==> config.mk <==
export PLATFORM = sky130hd
export DESIGN_NAME = priority_ready_queue_table_top
export DESIGN_NICKNAME = d
export VERILOG_FILES = /design/src/sv/prqt_pkg.sv /design/src/sv/prqt_ctrl.sv /design/src/sv/prqt_dp.sv /design/src/sv/priority_ready_queue_table_top.sv
export SDC_FILE = /design/constraint.sdc
export NUM_CORES = 1
export LEC_CHECK = 0
export ABC_CLOCK_PERIOD_IN_PS = 3050
export BUFFER_PORTS_ARGS = -buffer_cell sky130_fd_sc_hd__clkbuf_2
export CAP_MARGIN = 25
export CORE_MARGIN = 8
export CORE_UTILIZATION = 56
export CTS_CLUSTER_SIZE = 28
export DETAILED_ROUTE_END_ITERATION = 8
export GPL_TIMING_DRIVEN = 0
export PLACE_DENSITY = 0.75
export SLEW_MARGIN = 20
export SYNTH_ARGS = -nofsm -noshare
export SYNTH_HDL_FRONTEND = slang
export SYNTH_SLANG_ARGS = --single-unit
==> constraint.sdc <==
create_clock -name clock -period 3.05 [get_ports clock]
set_input_delay 0.61 -clock clock [delete_from_list [all_inputs] [get_ports clock]]
set_output_delay 0.61 -clock clock [all_outputs]
set_load 0.02 [all_outputs]
==> src/sv/prqt_pkg.sv <==
// Shared command codes and controller/datapath interface types for the ready-queue table.
package prqt_pkg;

   localparam int CMD_W = 3;

   localparam logic [CMD_W-1:0] CMD_ADD_READY     = 3'd0;
   localparam logic [CMD_W-1:0] CMD_ADD_TIMEOUT   = 3'd1;
   localparam logic [CMD_W-1:0] CMD_REMOVE_TASK   = 3'd2;
   localparam logic [CMD_W-1:0] CMD_EMPTY_PRIO    = 3'd3;
   localparam logic [CMD_W-1:0] CMD_EMPTY_TIMEOUT = 3'd4;
   localparam logic [CMD_W-1:0] CMD_QUERY         = 3'd5;

   localparam int TASK_ID_W  = 4;
   localparam int PRIO_REQ_W = 3;
   localparam int NEXT_PRI_W = 4;

   // Controller to datapath commands.
   typedef struct packed {
      logic latch_req;   // capture the request fields
      logic head_rd;     // start a list walk at the selected head
      logic walk_step;   // follow the link just read and read the next one
      logic rem_rd;      // read both links of the task node
      logic app_w1;      // link the tail to the task node
      logic app_w2;      // terminate the list at the task node
      logic rem_wr;      // splice the task node out of its list
      logic clr_wr;      // point the selected head back to itself
      logic resp_load;   // register the result item
   } ctrl_cmd_type;

   // Datapath to controller status.
   typedef struct packed {
      logic [CMD_W-1:0] command;
      logic             task_ok;
      logic             pri_ok;
      logic             walk_found;
      logic             walk_abort;
   } dp_stat_type;

endpackage

==> src/sv/prqt_ctrl.sv <==
// Sequencing state machine for the ready-queue table.
module prqt_ctrl (
   input  logic                  clock,
   input  logic                  reset,
   input  logic                  start,
   output logic                  busy,
   input  prqt_pkg::dp_stat_type stat,
   output prqt_pkg::ctrl_cmd_type cmd
);

   localparam logic [2:0] S_IDLE   = 3'd0;
   localparam logic [2:0] S_DECODE = 3'd1;
   localparam logic [2:0] S_WALK   = 3'd2;
   localparam logic [2:0] S_APP_W1 = 3'd3;
   localparam logic [2:0] S_APP_W2 = 3'd4;
   localparam logic [2:0] S_REM_WR = 3'd5;
   localparam logic [2:0] S_RESP   = 3'd6;

   logic [2:0] state_ff;
   logic [2:0] state_in;

   always_comb begin
      state_in = state_ff;
      cmd      = '0;
      unique case (state_ff)
         S_IDLE: begin
            if (start) begin
               cmd.latch_req = 1'b1;
               state_in      = S_DECODE;
            end
         end
         S_DECODE: begin
            state_in = S_RESP;
            unique case (stat.command)
               prqt_pkg::CMD_ADD_READY: begin
                  if (stat.task_ok && stat.pri_ok) begin
                     cmd.head_rd = 1'b1;
                     state_in    = S_WALK;
                  end
               end
               prqt_pkg::CMD_ADD_TIMEOUT: begin
                  if (stat.task_ok) begin
                     cmd.head_rd = 1'b1;
                     state_in    = S_WALK;
                  end
               end
               prqt_pkg::CMD_REMOVE_TASK: begin
                  if (stat.task_ok) begin
                     cmd.rem_rd = 1'b1;
                     state_in   = S_REM_WR;
                  end
               end
               prqt_pkg::CMD_EMPTY_PRIO: begin
                  cmd.clr_wr = stat.pri_ok;
               end
               prqt_pkg::CMD_EMPTY_TIMEOUT: begin
                  cmd.clr_wr = 1'b1;
               end
               default: begin
                  state_in = S_RESP;
               end
            endcase
         end
         S_WALK: begin
            if (stat.walk_found) begin
               state_in = S_APP_W1;
            end else if (stat.walk_abort) begin
               state_in = S_RESP;
            end else begin
               cmd.walk_step = 1'b1;
            end
         end
         S_APP_W1: begin
            cmd.app_w1 = 1'b1;
            state_in   = S_APP_W2;
         end
         S_APP_W2: begin
            cmd.app_w2 = 1'b1;
            state_in   = S_RESP;
         end
         S_REM_WR: begin
            cmd.rem_wr = 1'b1;
            state_in   = S_RESP;
         end
         S_RESP: begin
            cmd.resp_load = 1'b1;
            state_in      = S_IDLE;
         end
         default: begin
            state_in = S_IDLE;
         end
      endcase
   end

   always_ff @(posedge clock) begin
      if (reset) begin
         state_ff <= S_IDLE;
      end else begin
         state_ff <= state_in;
      end
   end

   assign busy = (state_ff != S_IDLE);

endmodule

==> src/sv/prqt_dp.sv <==
// Link memories, walk registers, head status flags and result registers.
module prqt_dp #(
   parameter int NUM_TASKS = 16,
   parameter int NUM_PRIO  = 8
) (
   input  logic                                clock,
   input  logic                                reset,
   input  logic [prqt_pkg::CMD_W-1:0]          req_command,
   input  logic [prqt_pkg::TASK_ID_W-1:0]      req_task_id,
   input  logic [prqt_pkg::PRIO_REQ_W-1:0]     req_priority_req,
   input  prqt_pkg::ctrl_cmd_type              cmd,
   output prqt_pkg::dp_stat_type               stat,
   output logic                                rsp_valid,
   output logic [prqt_pkg::NEXT_PRI_W-1:0]     rsp_next_priority,
   output logic                                rsp_timeout_empty
);

   localparam int NODE_COUNT = NUM_PRIO + 1 + NUM_TASKS;
   localparam int NW = $clog2(NODE_COUNT);
   localparam int SW = $clog2(NODE_COUNT + 1);
   localparam int HW = $clog2(NUM_PRIO + 1);
   localparam int HD = 1 << HW;

   function automatic logic [NW-1:0] safe_node(input logic [NW-1:0] n);
      safe_node = (32'(n) < 32'(NODE_COUNT)) ? n : '0;
   endfunction

   // Request capture.
   logic [prqt_pkg::CMD_W-1:0]      cmd_ff;
   logic [prqt_pkg::TASK_ID_W-1:0]  tid_ff;
   logic [prqt_pkg::PRIO_REQ_W-1:0] pri_ff;

   // Walk registers.
   logic [NW-1:0] cur_ff, cur_in;
   logic [SW-1:0] steps_ff, steps_in;

   // Link memories and their registered read ports.
   logic [NW-1:0] next_mem_ff [NODE_COUNT];
   logic [NW-1:0] prev_mem_ff [NODE_COUNT];
   logic [NW-1:0] next_raw_ff, prev_raw_ff;
   logic [NW-1:0] next_ra_ff, prev_ra_ff;
   logic          next_sub_ff, prev_sub_ff;
   logic [NW-1:0] next_raddr, prev_raddr;
   logic [NW-1:0] next_rd, prev_rd;

   // Write ports.
   logic          next_we, prev_we;
   logic [NW-1:0] next_waddr, next_wdata, prev_waddr, prev_wdata;

   // Head entries: written-since-reset marks and non-empty flags.
   logic [HD-1:0] next_hv_ff, next_hv_in;
   logic [HD-1:0] prev_hv_ff, prev_hv_in;
   logic [HD-1:0] flag_ff, flag_in;

   logic [NW-1:0] head_sel, task_node, nx, pv;
   logic [HW-1:0] enc;
   logic          rsp_valid_ff;
   logic [prqt_pkg::NEXT_PRI_W-1:0] rsp_pri_ff;
   logic          rsp_te_ff;

   always_ff @(posedge clock) begin
      if (cmd.latch_req) begin
         cmd_ff <= req_command;
         tid_ff <= req_task_id;
         pri_ff <= req_priority_req;
      end
   end

   assign task_node = NW'(32'(NUM_PRIO) + 32'd1 + 32'(tid_ff));
   assign head_sel  = (cmd_ff == prqt_pkg::CMD_ADD_TIMEOUT ||
                       cmd_ff == prqt_pkg::CMD_EMPTY_TIMEOUT) ?
                      NW'(NUM_PRIO) : NW'(pri_ff);

   // A head that was never written still holds its reset value: itself.
   assign next_rd = next_sub_ff ? next_ra_ff : next_raw_ff;
   assign prev_rd = prev_sub_ff ? prev_ra_ff : prev_raw_ff;
   assign nx      = safe_node(next_rd);
   assign pv      = safe_node(prev_rd);

   always_comb begin
      next_raddr = cur_ff;
      prev_raddr = task_node;
      if (cmd.head_rd) begin
         next_raddr = head_sel;
      end else if (cmd.walk_step) begin
         next_raddr = nx;
      end else if (cmd.rem_rd) begin
         next_raddr = task_node;
      end
   end

   always_comb begin
      cur_in   = cur_ff;
      steps_in = steps_ff;
      if (cmd.head_rd) begin
         cur_in   = head_sel;
         steps_in = '0;
      end else if (cmd.walk_step) begin
         cur_in   = nx;
         steps_in = steps_ff + SW'(1);
      end
   end

   always_ff @(posedge clock) begin
      cur_ff   <= cur_in;
      steps_ff <= steps_in;
   end

   always_comb begin
      next_we    = 1'b0;
      next_waddr = cur_ff;
      next_wdata = task_node;
      prev_we    = 1'b0;
      prev_waddr = task_node;
      prev_wdata = cur_ff;
      if (cmd.app_w1) begin
         next_we = 1'b1;
         prev_we = 1'b1;
      end else if (cmd.app_w2) begin
         next_we    = 1'b1;
         next_waddr = task_node;
      end else if (cmd.rem_wr) begin
         next_we    = 1'b1;
         next_waddr = pv;
         next_wdata = (nx == task_node) ? pv : nx;
         prev_we    = 1'b1;
         prev_waddr = nx;
         prev_wdata = pv;
      end else if (cmd.clr_wr) begin
         next_we    = 1'b1;
         next_waddr = head_sel;
         next_wdata = head_sel;
         prev_we    = 1'b1;
         prev_waddr = head_sel;
         prev_wdata = head_sel;
      end
   end

   always_ff @(posedge clock) begin
      if (next_we) begin
         next_mem_ff[next_waddr] <= next_wdata;
      end
      next_raw_ff <= next_mem_ff[next_raddr];
      next_ra_ff  <= next_raddr;
      next_sub_ff <= (32'(next_raddr) <= 32'(NUM_PRIO)) && !next_hv_ff[next_raddr[HW-1:0]];
   end

   always_ff @(posedge clock) begin
      if (prev_we) begin
         prev_mem_ff[prev_waddr] <= prev_wdata;
      end
      prev_raw_ff <= prev_mem_ff[prev_raddr];
      prev_ra_ff  <= prev_raddr;
      prev_sub_ff <= (32'(prev_raddr) <= 32'(NUM_PRIO)) && !prev_hv_ff[prev_raddr[HW-1:0]];
   end

   always_comb begin
      next_hv_in = next_hv_ff;
      prev_hv_in = prev_hv_ff;
      flag_in    = flag_ff;
      if (next_we && (32'(next_waddr) <= 32'(NUM_PRIO))) begin
         next_hv_in[next_waddr[HW-1:0]] = 1'b1;
         flag_in[next_waddr[HW-1:0]]    = (next_wdata != next_waddr);
      end
      if (prev_we && (32'(prev_waddr) <= 32'(NUM_PRIO))) begin
         prev_hv_in[prev_waddr[HW-1:0]] = 1'b1;
      end
   end

   always_comb begin
      enc = HW'(NUM_PRIO);
      for (int p = NUM_PRIO - 1; p >= 1; p--) begin
         if (flag_ff[p]) begin
            enc = HW'(p);
         end
      end
   end

   always_ff @(posedge clock) begin
      if (reset) begin
         next_hv_ff   <= '0;
         prev_hv_ff   <= '0;
         flag_ff      <= '0;
         rsp_valid_ff <= 1'b0;
      end else begin
         next_hv_ff   <= next_hv_in;
         prev_hv_ff   <= prev_hv_in;
         flag_ff      <= flag_in;
         rsp_valid_ff <= cmd.resp_load;
      end
   end

   always_ff @(posedge clock) begin
      if (cmd.resp_load) begin
         rsp_pri_ff <= prqt_pkg::NEXT_PRI_W'(enc);
         rsp_te_ff  <= !flag_ff[NUM_PRIO];
      end
   end

   assign stat.command    = cmd_ff;
   assign stat.task_ok    = (32'(tid_ff) < 32'(NUM_TASKS));
   assign stat.pri_ok     = (32'(pri_ff) < 32'(NUM_PRIO));
   assign stat.walk_found = (next_rd == cur_ff);
   assign stat.walk_abort = (32'(steps_ff) >= 32'(NODE_COUNT));

   assign rsp_valid         = rsp_valid_ff;
   assign rsp_next_priority = rsp_pri_ff;
   assign rsp_timeout_empty = rsp_te_ff;

endmodule

==> src/sv/priority_ready_queue_table_top.sv <==
// Top level of the priority ready-queue table: controller plus link datapath.
// Query, empty and out-of-range items pass through DECODE and RESP, a remove through DECODE,
// REM_WR and RESP, and an append through DECODE, WALK (reading one link after another), APP_W1,
// APP_W2 and RESP when it finds its tail, or DECODE, WALK and RESP when dropped as a runaway walk.
// One item at a time: busy falls in the result cycle, so a new item is taken only after the last;
// results cannot be stalled. Reset idles the controller and clears the head flags and strobe.
module priority_ready_queue_table_top #(
   parameter int NUM_TASKS = 16,
   parameter int NUM_PRIO  = 8
) (
   input  logic                                clock,
   input  logic                                reset,
   input  logic                                start,
   output logic                                busy,
   input  logic [prqt_pkg::CMD_W-1:0]          req_command,
   input  logic [prqt_pkg::TASK_ID_W-1:0]      req_task_id,
   input  logic [prqt_pkg::PRIO_REQ_W-1:0]     req_priority_req,
   output logic                                rsp_valid,
   output logic [prqt_pkg::NEXT_PRI_W-1:0]     rsp_next_priority,
   output logic                                rsp_timeout_empty
);

   // The controller decodes the item and walks the sequence of link reads and writes.
   // The datapath owns both link memories; every priority head, the timeout head and
   // every task is one node, each with a next and a previous link. Head nodes carry a
   // written mark so an untouched head reads back as pointing to itself, and a
   // non-empty flag that lets the result be formed without reading the memories.
   prqt_pkg::ctrl_cmd_type cmd;
   prqt_pkg::dp_stat_type  stat;

   prqt_ctrl u_ctrl (
      .clock (clock),
      .reset (reset),
      .start (start),
      .busy  (busy),
      .stat  (stat),
      .cmd   (cmd)
   );

   prqt_dp #(
      .NUM_TASKS (NUM_TASKS),
      .NUM_PRIO  (NUM_PRIO)
   ) u_dp (
      .clock             (clock),
      .reset             (reset),
      .req_command       (req_command),
      .req_task_id       (req_task_id),
      .req_priority_req  (req_priority_req),
      .cmd               (cmd),
      .stat              (stat),
      .rsp_valid         (rsp_valid),
      .rsp_next_priority (rsp_next_priority),
      .rsp_timeout_empty (rsp_timeout_empty)
   );

endmodule

Word-level counts from Yosys, hierarchy flattened
Memories as Yosys holds them, arrays and structs flattened. A register that Yosys moved wholly into a read port is not among the register bits.
Cells that the tools add are included.

operators by class
  multiplexer cells = 69
  $lt $le $gt $ge = 13
  shift-type cells = 0
  multiply operators = 0
  reduce and logical (&&, ||, !) cells = 20
  div/mod/pow operators = 0
  equality and inequality tests = 15
  bitwise gates (word level) = 2
  add/subtract/negate cells = 2

operators with widths
  operator                                                                             number
  5-bit 2-to-1 mux                                                                     23
  16-bit OR                                                                            2
  1-bit 2-to-1 mux                                                                     29
  5-bit by 4-bit <= comparator with 1-bit output, second input constant                4
  4-bit by 5-bit less-than comparator with 1-bit output, second input constant         4
  3-bit 2-to-1 mux                                                                     6
  16-bit bitwise mux                                                                   1
  3-bit one-hot mux with 5 select lines                                                1
  3-bit by 2-bit equality test with 1-bit output, second input constant                4
  3-bit equality test, second input constant                                           4
  5-bit equality test                                                                  2
  5-bit less-than comparator, second input constant                                    2
  1-bit binary-select mux with 4-bit select                                            2
  1-bit demux with 4-bit select                                                        2
  4-bit by 1-bit greater-or-equal comparator with 1-bit output, second input constant  2
  4-bit 2-to-1 mux                                                                     2
  3-bit by 1-bit equality test with 1-bit output, second input constant                2
  1-bit logical AND                                                                    6
  3-bit zero test                                                                      2
  3-bit one-hot mux with 2 select lines                                                1
  2-bit OR reduction                                                                   3
  6-bit OR reduction                                                                   1
  4-bit by 4-bit adder with 5-bit output, first input constant                         1
  5-bit by 1-bit adder with 5-bit output, second input constant                        1
  11 further kinds                                                                     14

word-level totals
  register bits = 89
  RAM bits = 250
  bits of input ports = 13
  memories = 2
  bits in latches = 0
  bits in read-only memories = 0

memory list
  memory            words  width  rd ports  clocked after memory_dff  write ports  line           text
  u_dp.next_mem_ff  25     5      1         1                         1            prqt_dp.sv:38  logic [NW-1:0] next_mem_ff [NODE_COUNT];
  u_dp.prev_mem_ff  25     5      1         1                         1            prqt_dp.sv:39  logic [NW-1:0] prev_mem_ff [NODE_COUNT];

Depth between registers and ports, before layout
Gate-level depths: netlist (run 1).

  depth in word-level cells = 13
  gate-level depth with buffers = 15
  depth with buffers taken out = 12

Cells and area by module
Synthesis (run 1) repeated with hierarchy kept, for this count alone.

unflattened totals
  cell total of the unflattened synthesis = 999
  area total of the unflattened synthesis = 14,193.6 um2

by module, submodules not included
  module     cells each  times used  area an instance (um2)
  prqt_dp    959         1           13,874.6
  prqt_ctrl  40          1           319.1

Least setup slack after synthesis (run 1)
OpenSTA, ideal clock, no wires.

  kind = register to register
  from = register u_dp.tid_ff[1] in the netlist's numbering
  to = register u_dp.flag_ff[4]
  period minus slack after synthesis = 3.385 ns
  required time = 2.899 ns
  path slack = -0.335 ns
  cell stages (with the launch flop) = 10
  arrival time = 3.234 ns
  cell sequence = edfxtp_1 ha_1 a21oi_1 or3_1 a2111oi_4 a21oi_1 a31oi_1 xor2_1 nor4_4 a311oi_1

between the ends
  word-level cells in the longest chain between the ends = 8

RTL lines
  what                                        line            text
  from (decl)                                 prqt_dp.sv:30   logic [prqt_pkg::TASK_ID_W-1:0] tid_ff;
  from (signal assigned)                      prqt_dp.sv:64   tid_ff <= req_task_id;
  4-bit by 4-bit adder with 5-bit output (*)  prqt_dp.sv:69   assign task_node = NW'(32'(NUM_PRIO) + 32'd1 + 32'(tid_ff));
  5-bit equality test                         prqt_dp.sv:125  next_wdata = (nx == task_node) ? pv : nx;
  5-bit 2-to-1 mux                            prqt_dp.sv:125
  5-bit 2-to-1 mux                            prqt_dp.sv:122  end else if (cmd.rem_wr) begin
  5-bit 2-to-1 mux                            prqt_dp.sv:119  end else if (cmd.app_w2) begin
  5-bit 2-to-1 mux (*)                        prqt_dp.sv:116  if (cmd.app_w1) begin
  via u_dp.next_wdata[2]                      prqt_dp.sv:48   logic [NW-1:0] next_waddr, next_wdata, prev_waddr, prev_wdata;
  5-bit inequality test (*)                   prqt_dp.sv:163  flag_in[next_waddr[HW-1:0]] = (next_wdata != next_waddr);
  16-bit bitwise mux (*)                      prqt_dp.sv:163
  to (signal assigned)                        prqt_dp.sv:188  flag_ff <= flag_in;
  to (decl)                                   prqt_dp.sv:53   logic [HD-1:0] flag_ff, flag_in;

Mark *: on every way through the listed nets, which the timed path passes. The rest lies on a longest branch.
A chain may end at the register's enable or synchronous reset.

Worst setup path in the final report (run 1)
  from = register u_dp.steps_ff[1]
  to = register u_dp.next_raw_ff[3], read port of u_dp.next_mem_ff

between the ends
  word-level cells in the longest chain between the ends = 6

RTL lines
  what                               line             text
  from (decl)                        prqt_dp.sv:35    logic [SW-1:0] steps_ff, steps_in;
  from (signal assigned)             prqt_dp.sv:106   steps_ff <= steps_in;
  5-bit greater-or-equal comparator  prqt_dp.sv:204   assign stat.walk_abort = (32'(steps_ff) >= 32'(NODE_COUNT));
  1-bit 2-to-1 mux                   prqt_ctrl.sv:67  end else if (stat.walk_abort) begin
  1-bit 2-to-1 mux                   prqt_ctrl.sv:65  if (stat.walk_found) begin
  1-bit 2-to-1 mux                   prqt_ctrl.sv:25  unique case (state_ff)
  5-bit 2-to-1 mux                   prqt_dp.sv:85    end else if (cmd.walk_step) begin
  5-bit 2-to-1 mux                   prqt_dp.sv:83    if (cmd.head_rd) begin
  via u_dp.next_raddr[0]             prqt_dp.sv:43    logic [NW-1:0] next_raddr, prev_raddr;
  to (decl)                          prqt_dp.sv:40    logic [NW-1:0] next_raw_ff, prev_raw_ff;

The timed path passes the listed nets, and every way through them passes these cells.

==> metrics.yaml, run 1 <==
yosys:
  syn_area_per_cell_um2: 14.5
  mappedNetlistNets: 931
  ys.flop_type: "edfxtp_1"
  yosys_warnings: 0
  yosysUniqueCellTypes: 85
  synth_area_mm2: 0.0132
  synth_cells: 914
  yosysSeqAreaShare_pct: 65.8
  ys_seq_elements: 310
  synth_enable_flop_cells: 250
  synth_async_sr_flop_share_pct: 0
status:
  outcome: "finished with violations"
  violations: "setup timing"
global_route:
  grt_pass1_wl_um: 50000
  grt_usage_pct: 22.8
  antenna_found_initial: 0
  grt_start_max_net_pins: 26
  grt_pass1_vias: 8645
  overflow: 0
routing:
  dr.pass1.iters: 6
  routed_wl_um: 34700
  post_drt_wl_per_cell_um: 24.9
  drtIter0Drc: 1003
  avgViaCountPerCell: 6.40
  drcViolationCount: 0
  num_vias: 8939
  drtAntennaViolNets: 0
die:
  core.rowCount: 56
  design.die.area_mm2: 0.0288
  die_height_um: 170
  coreArea_mm2: 0.0233
  start_util_pct: 56.7
  die_width_um: 170
  io_pins: 20
setup_path:
  cp.required_ps: 3510
  worstSetupEndpointType: "flip-flop"
  critPathMaxFanout: 5
  startpoint_type: "flip-flop"
  crit_arrival_ps: 3770
  path_cells: "buf_4 > or4_4 > a311o_1 > a31oi_4 > nor3_2 > a221o_1 > buf_8 > inv_8 > buf_12 > mux2i_1 > a22oi_1 > o221ai_1"
  crit_type: "flip-flop to flip-flop"
  slowest_stage: "or4_4"
  critPathMaxStageDelay_ps: 470
  crit_buf_inv: 4
  path_delay_family: "compound AO/OA/AOI/OAI gates"
timing:
  fin_ws_ps: -261
  skew_ps: 8.93
  setup_violations: 14
  max_slew_margin_pct: 35.3
  rsz0062_at_grt: "yes"
  drv_slew: 0
  period_share_pct: 109
  worst_slew_pin_slew_ps: 970
  fin_crit_ps: 3310
  clock.fmax_mhz: 302
  hold_viol_final: 0
clocking:
  clk_pin_slew_ps: 60
  cts_sinks: 310
  cts.path.max_buffers: 3
  clock-root-buffer: "clkbuf_16"
  cts_hold_buf: 0
  cts_max_level: 1
  cts-buffers-inserted: 31
  insertion_delay_ps: 560
  tritoncts: "built"
job:
  drv_cap: 0
place:
  io_buffer_count: 18
  placed_cells: 1252
  hpwl_um: 19900
  place_area_mm2: 0.0138
  routabilityCongestion: 0.947
hold_path:
  hold_class: "primary input to flip-flop"
layout:
  mostFrequentLayoutCell: "edfxtp_1"
  antenna_cells: 0
  final_cells: 1396
  final_area_mm2: 0.0167
  synthToLayoutAreaGrowth_pct: 25.8
  layout-drive-gt1-share_pct: 35.9
  fin_nets: 1069
  layout_common_cells: "edfxtp_1 (250), mux2i_1 (80), buf_4 (75)"
==> through the flow <==
| step | hold slack (ps) | TNS, ps | worst slack (ps) | utilization (%) |
|---|---|---|---|---|
| 6_report | 229 | -1330 | -261 | 71.4 |
| 5_1_grt | 218 | -5000 | -344 | 71.4 |
| 4_1_cts | 214 | -3770 | -143 | 68.5 |
| 3_5_place_dp | 439 | -185780 | -1290 | 59.1 |
| 3_3_place_gp | 443 | -183830 | -1190 | 59.0 |
| 2_1_floorplan | 428 | 0 | 7.11 | - |
==> kinds of logic (layout without fill, tap and decap cells) <==
family / count (synthesis) / in the layout / share of synthesized area, %
DFF: 310 / 310 / 65.8
xor gates and xnor gates: 19 / 19 / 1.26
buffers and inverters: 60 / 219 / 2.41
and+or+nand+nor: 235 / 235 / 8.73
adders and majority gates: 4 / 4 / 0.378
muxes: 128 / 129 / 12.4
AOI/OAI and AO/OA: 158 / 161 / 8.99
==> flip-flops by register name, indices dropped and copies added, names as in the netlist, 5 cells and up <==
name and flops:
u_dp.cur_ff 5, u_dp.flag_ff 8, u_dp.next_hv_ff 9, u_dp.next_mem_ff 125, u_dp.next_ra_ff 5, u_dp.next_raw_ff 5, u_dp.prev_hv_ff 12, u_dp.prev_mem_ff 105
u_dp.prev_ra_ff 5, u_dp.prev_raw_ff 5, u_dp.steps_ff 5
==> synthesized netlist by cell type, types with 4 or more instances <==
cell type  number  area share [%]
nand3b_1        4            0.23
o21ai_0        22            0.83
clkbuf_1       21            0.60
and3_1          5            0.24
a21oi_1        31             1.2
nor3_1         12            0.45
nand2_1        35            0.99
mux2i_1        96             7.3
nor4_1          5            0.24
a311oi_1        8            0.53
o22ai_1         4            0.19
edfxtp_1      250              57
a22oi_1        25             1.4
nand3_1        15            0.57
o21a_1         11            0.62
buf_4           7            0.40
nor2b_1         5            0.24
nor2_4          4            0.34
or2_2           4            0.19
nand2b_1        7            0.33
o211ai_1        7            0.40
nor2_1        111             3.1
or3_1           4            0.19
mux4_2         28             4.8
xnor2_1         9            0.60
inv_1          13            0.37
buf_6           8            0.68
xor2_1         10            0.66
dfxtp_1        60             9.1
ha_1            4            0.38
==> final cells by class <==
type	count	area (um^2)
flip-flops and latches	310	8720
fillers	1427	6680
multi-input cells	548	5150
repair buffers	106	862
clock buffers	41	843
well taps	319	399
plain buffers	37	333
clock inverters	17	268
inverters	18	76.3
==> metal layers <==
metal / wire length (um) / GRT usage [%] / up-vias
met5: 0 / 0 / -
met4: 1600 / 8.73 / 0
met3: 3080 / 4.02 / 144
met2: 16300 / 36.7 / 504
met1: 13700 / 30.7 / 4461
li1: - / - / 3830
==> final timing paths <==
kind / startpoint / to / slack (ps) / cells past startpoint
worst min register to register: u_dp.flag_ff[8] / u_dp.rsp_timeout_empty / 460 / 1
worst min-delay path: req_task_id[2] / u_dp.tid_ff[2] / 230 / 1
worst max-delay path: u_dp.steps_ff[1] / u_dp.next_raw_ff[3] / -260 / 12
worst max register to register: u_dp.steps_ff[1] / u_dp.next_raw_ff[3] / -260 / 12
==> repair_timing <==
item                       CTS  global route
setup buffers               47            39
cloned                       6             0
pin swaps                   25            17
resized for setup          164            86
setup endpoints to repair  394           251
Power of run 1 is left out: the tool's default activity adds up to more than one toggle a clock period on the data nets, which glitch-free logic cannot reach.
==> run 2: changes to the inputs <==
--- a/config.mk
+++ b/config.mk
@@ -14,6 +14,7 @@
 export DETAILED_ROUTE_END_ITERATION = 8
 export GPL_TIMING_DRIVEN = 0
 export PLACE_DENSITY = 0.75
+export SKIP_CTS_REPAIR_TIMING = 1
 export SLEW_MARGIN = 20
 export SYNTH_ARGS = -nofsm -noshare
 export SYNTH_HDL_FRONTEND = slang
==> metrics.yaml, run 2 (same netlist as run 1, synthesis figures left out) <==
die:
  die_height_um: 170  # unchanged
  coreArea_mm2: 0.0233  # unchanged
  start_util_pct: 56.7  # unchanged
  core.rowCount: 56  # unchanged
  design.die.area_mm2: 0.0288  # unchanged
  die_width_um: 170  # unchanged
  io_pins: 20  # unchanged
routing:
  avgViaCountPerCell: 6.38  # was 6.40
  drtIter0Drc: 1017  # was 1,003
  routed_wl_um: 34300  # was 34,700 um
  num_vias: 8903  # was 8,939
  drtAntennaViolNets: 0  # unchanged
  drcViolationCount: 0  # unchanged
  dr.pass1.iters: 6  # unchanged
  post_drt_wl_per_cell_um: 24.6  # was 24.9 um
place:
  hpwl_um: 19900  # unchanged
  dp_slack_ps: -1290  # unchanged
  io_buffer_count: 18  # unchanged
  placed_cells: 1252  # unchanged
  routabilityCongestion: 0.947  # unchanged
clocking:
  insertion_delay_ps: 560  # about the same
  cts_max_level: 1  # unchanged
  tritoncts: "built"  # unchanged
  cts-buffers-inserted: 31  # unchanged
  cts.path.max_buffers: 3  # unchanged
  clk_pin_slew_ps: 60  # about the same
  cts_sinks: 310  # unchanged
  clock-root-buffer: "clkbuf_16"  # unchanged
setup_path:
  crit_type: "flip-flop to flip-flop"  # unchanged
  startpoint_type: "flip-flop"  # unchanged
  cp.required_ps: 3470  # was 3510 ps
  critPathLaunch: "u_dp.next_sub_ff"  # was u_dp.steps_ff[1]
  critPathMaxFanout: 10  # was 5
  worstSetupEndpointType: "flip-flop"  # unchanged
  r2r-start: "u_dp.next_sub_ff"  # was u_dp.steps_ff[1]
  crit_arrival_ps: 3740  # was 3770 ps
layout:
  antenna_cells: 0  # unchanged
  largest_reg_flops: 125  # unchanged
  final_cells: 1396  # unchanged
  mostFrequentLayoutCell: "edfxtp_1"  # unchanged
  synthToLayoutAreaGrowth_pct: 26.1  # was 25.8%
  layout_common_cells: "edfxtp_1 (250), mux2i_1 (75), buf_4 (75)"  # was edfxtp_1 (250), mux2i_1 (80), buf_4 (75)
  layout-drive-gt1-share_pct: 36.2  # was 35.9%
  largestRegisters: "u_dp.next_mem_ff: 125 flops, u_dp.prev_mem_ff: 105 flops, u_dp.prev_hv_ff: 12 flops"  # unchanged
  largest-register: "u_dp.next_mem_ff"  # unchanged
  fin_nets: 1069  # unchanged
  final_util_pct: 71.5  # was 71.4%
global_route:
  grt_usage_pct: 20.8  # was 22.8%
  grt_start_max_net_pins: 27  # was 26
  antenna_found_initial: 0  # unchanged
  grt_pass1_wl_um: 46000  # was 50,000 um
  overflow: 0  # unchanged
  grt_pass1_vias: 8046  # was 8,645
timing:
  clock.fmax_mhz: 301  # was 302 MHz
  worst_slew_pin_slew_ps: 973  # was 970 ps
  drv_slew: 0  # unchanged
  max_slew_margin_pct: 35.2  # was 35.3%
  rsz0062_at_grt: "yes"  # unchanged
  fin_crit_ps: 3320  # was 3310 ps
  period_share_pct: 109  # about the same
  fin_hold_ws_ps: 234  # was 229 ps
  hold_viol_final: 0  # unchanged
  setup_violations: 68  # was 14
  skew_ps: 11.3  # was 8.93 ps
  fin_ws_ps: -270  # was -261 ps
hold_path:
  min_from: "req_task_id[2]"  # unchanged
  hold_class: "primary input to flip-flop"  # unchanged
status:
  outcome: "finished with violations"  # unchanged
  violations: "setup timing"  # unchanged
job:
  drv_cap: 0  # unchanged
## run 2: path summary, 6_finish.rpt
path,to,slack (ps),cells past startpoint
setup / recovery,u_dp.next_raw_ff[3],-270,13
hold / removal,u_dp.tid_ff[2],230,1
hold reg to reg,u_dp.rsp_timeout_empty,460,1
setup reg to reg,u_dp.next_raw_ff[3],-270,13
## run 2: worst max-delay path, stage by stage (launching register included)
cell	delay, ps
dfxtp_2	390
buf_6	200
mux2i_1	240
xor2_1	300
a31oi_4	200
or4_4	550
o211ai_2	110
buf_6	190
buf_12	150
buf_6	140
mux2i_1	260
mux2i_2	130
a22oi_2	180
o221ai_1	150
## run 2: routing by layer
metal / part of all wire (%) / vias up / GRT usage [%]
met5: 0 / - / 0
met4: 3.9 / 0 / 6.58
met3: 8.5 / 135 / 3.75
met2: 47 / 515 / 33.0
met1: 40 / 4427 / 29.0
li1: - / 3826 / -
## run 2: area by class of cell
type / instances / area (um^2)
inverter: 18 / 80.1
buffer: 37 / 327
tap: 319 / 399
clock buffer: 41 / 843
clock inverter: 17 / 268
sequential: 310 / 8720
fill: 1432 / 6640
multi-input combinational: 548 / 5200
timing repair buffer: 106 / 861
## run 2: per-stage QoR
step	setup TNS, ps	area [um^2]
6_report	-6020	16700
4_1_cts	-196900	14900
5_1_grt	-11800	16700
3_5_place_dp	-185780	13800
2_1_floorplan	0	13300
3_3_place_gp	-183830	13800
Power of run 2 is left out for the same reason.
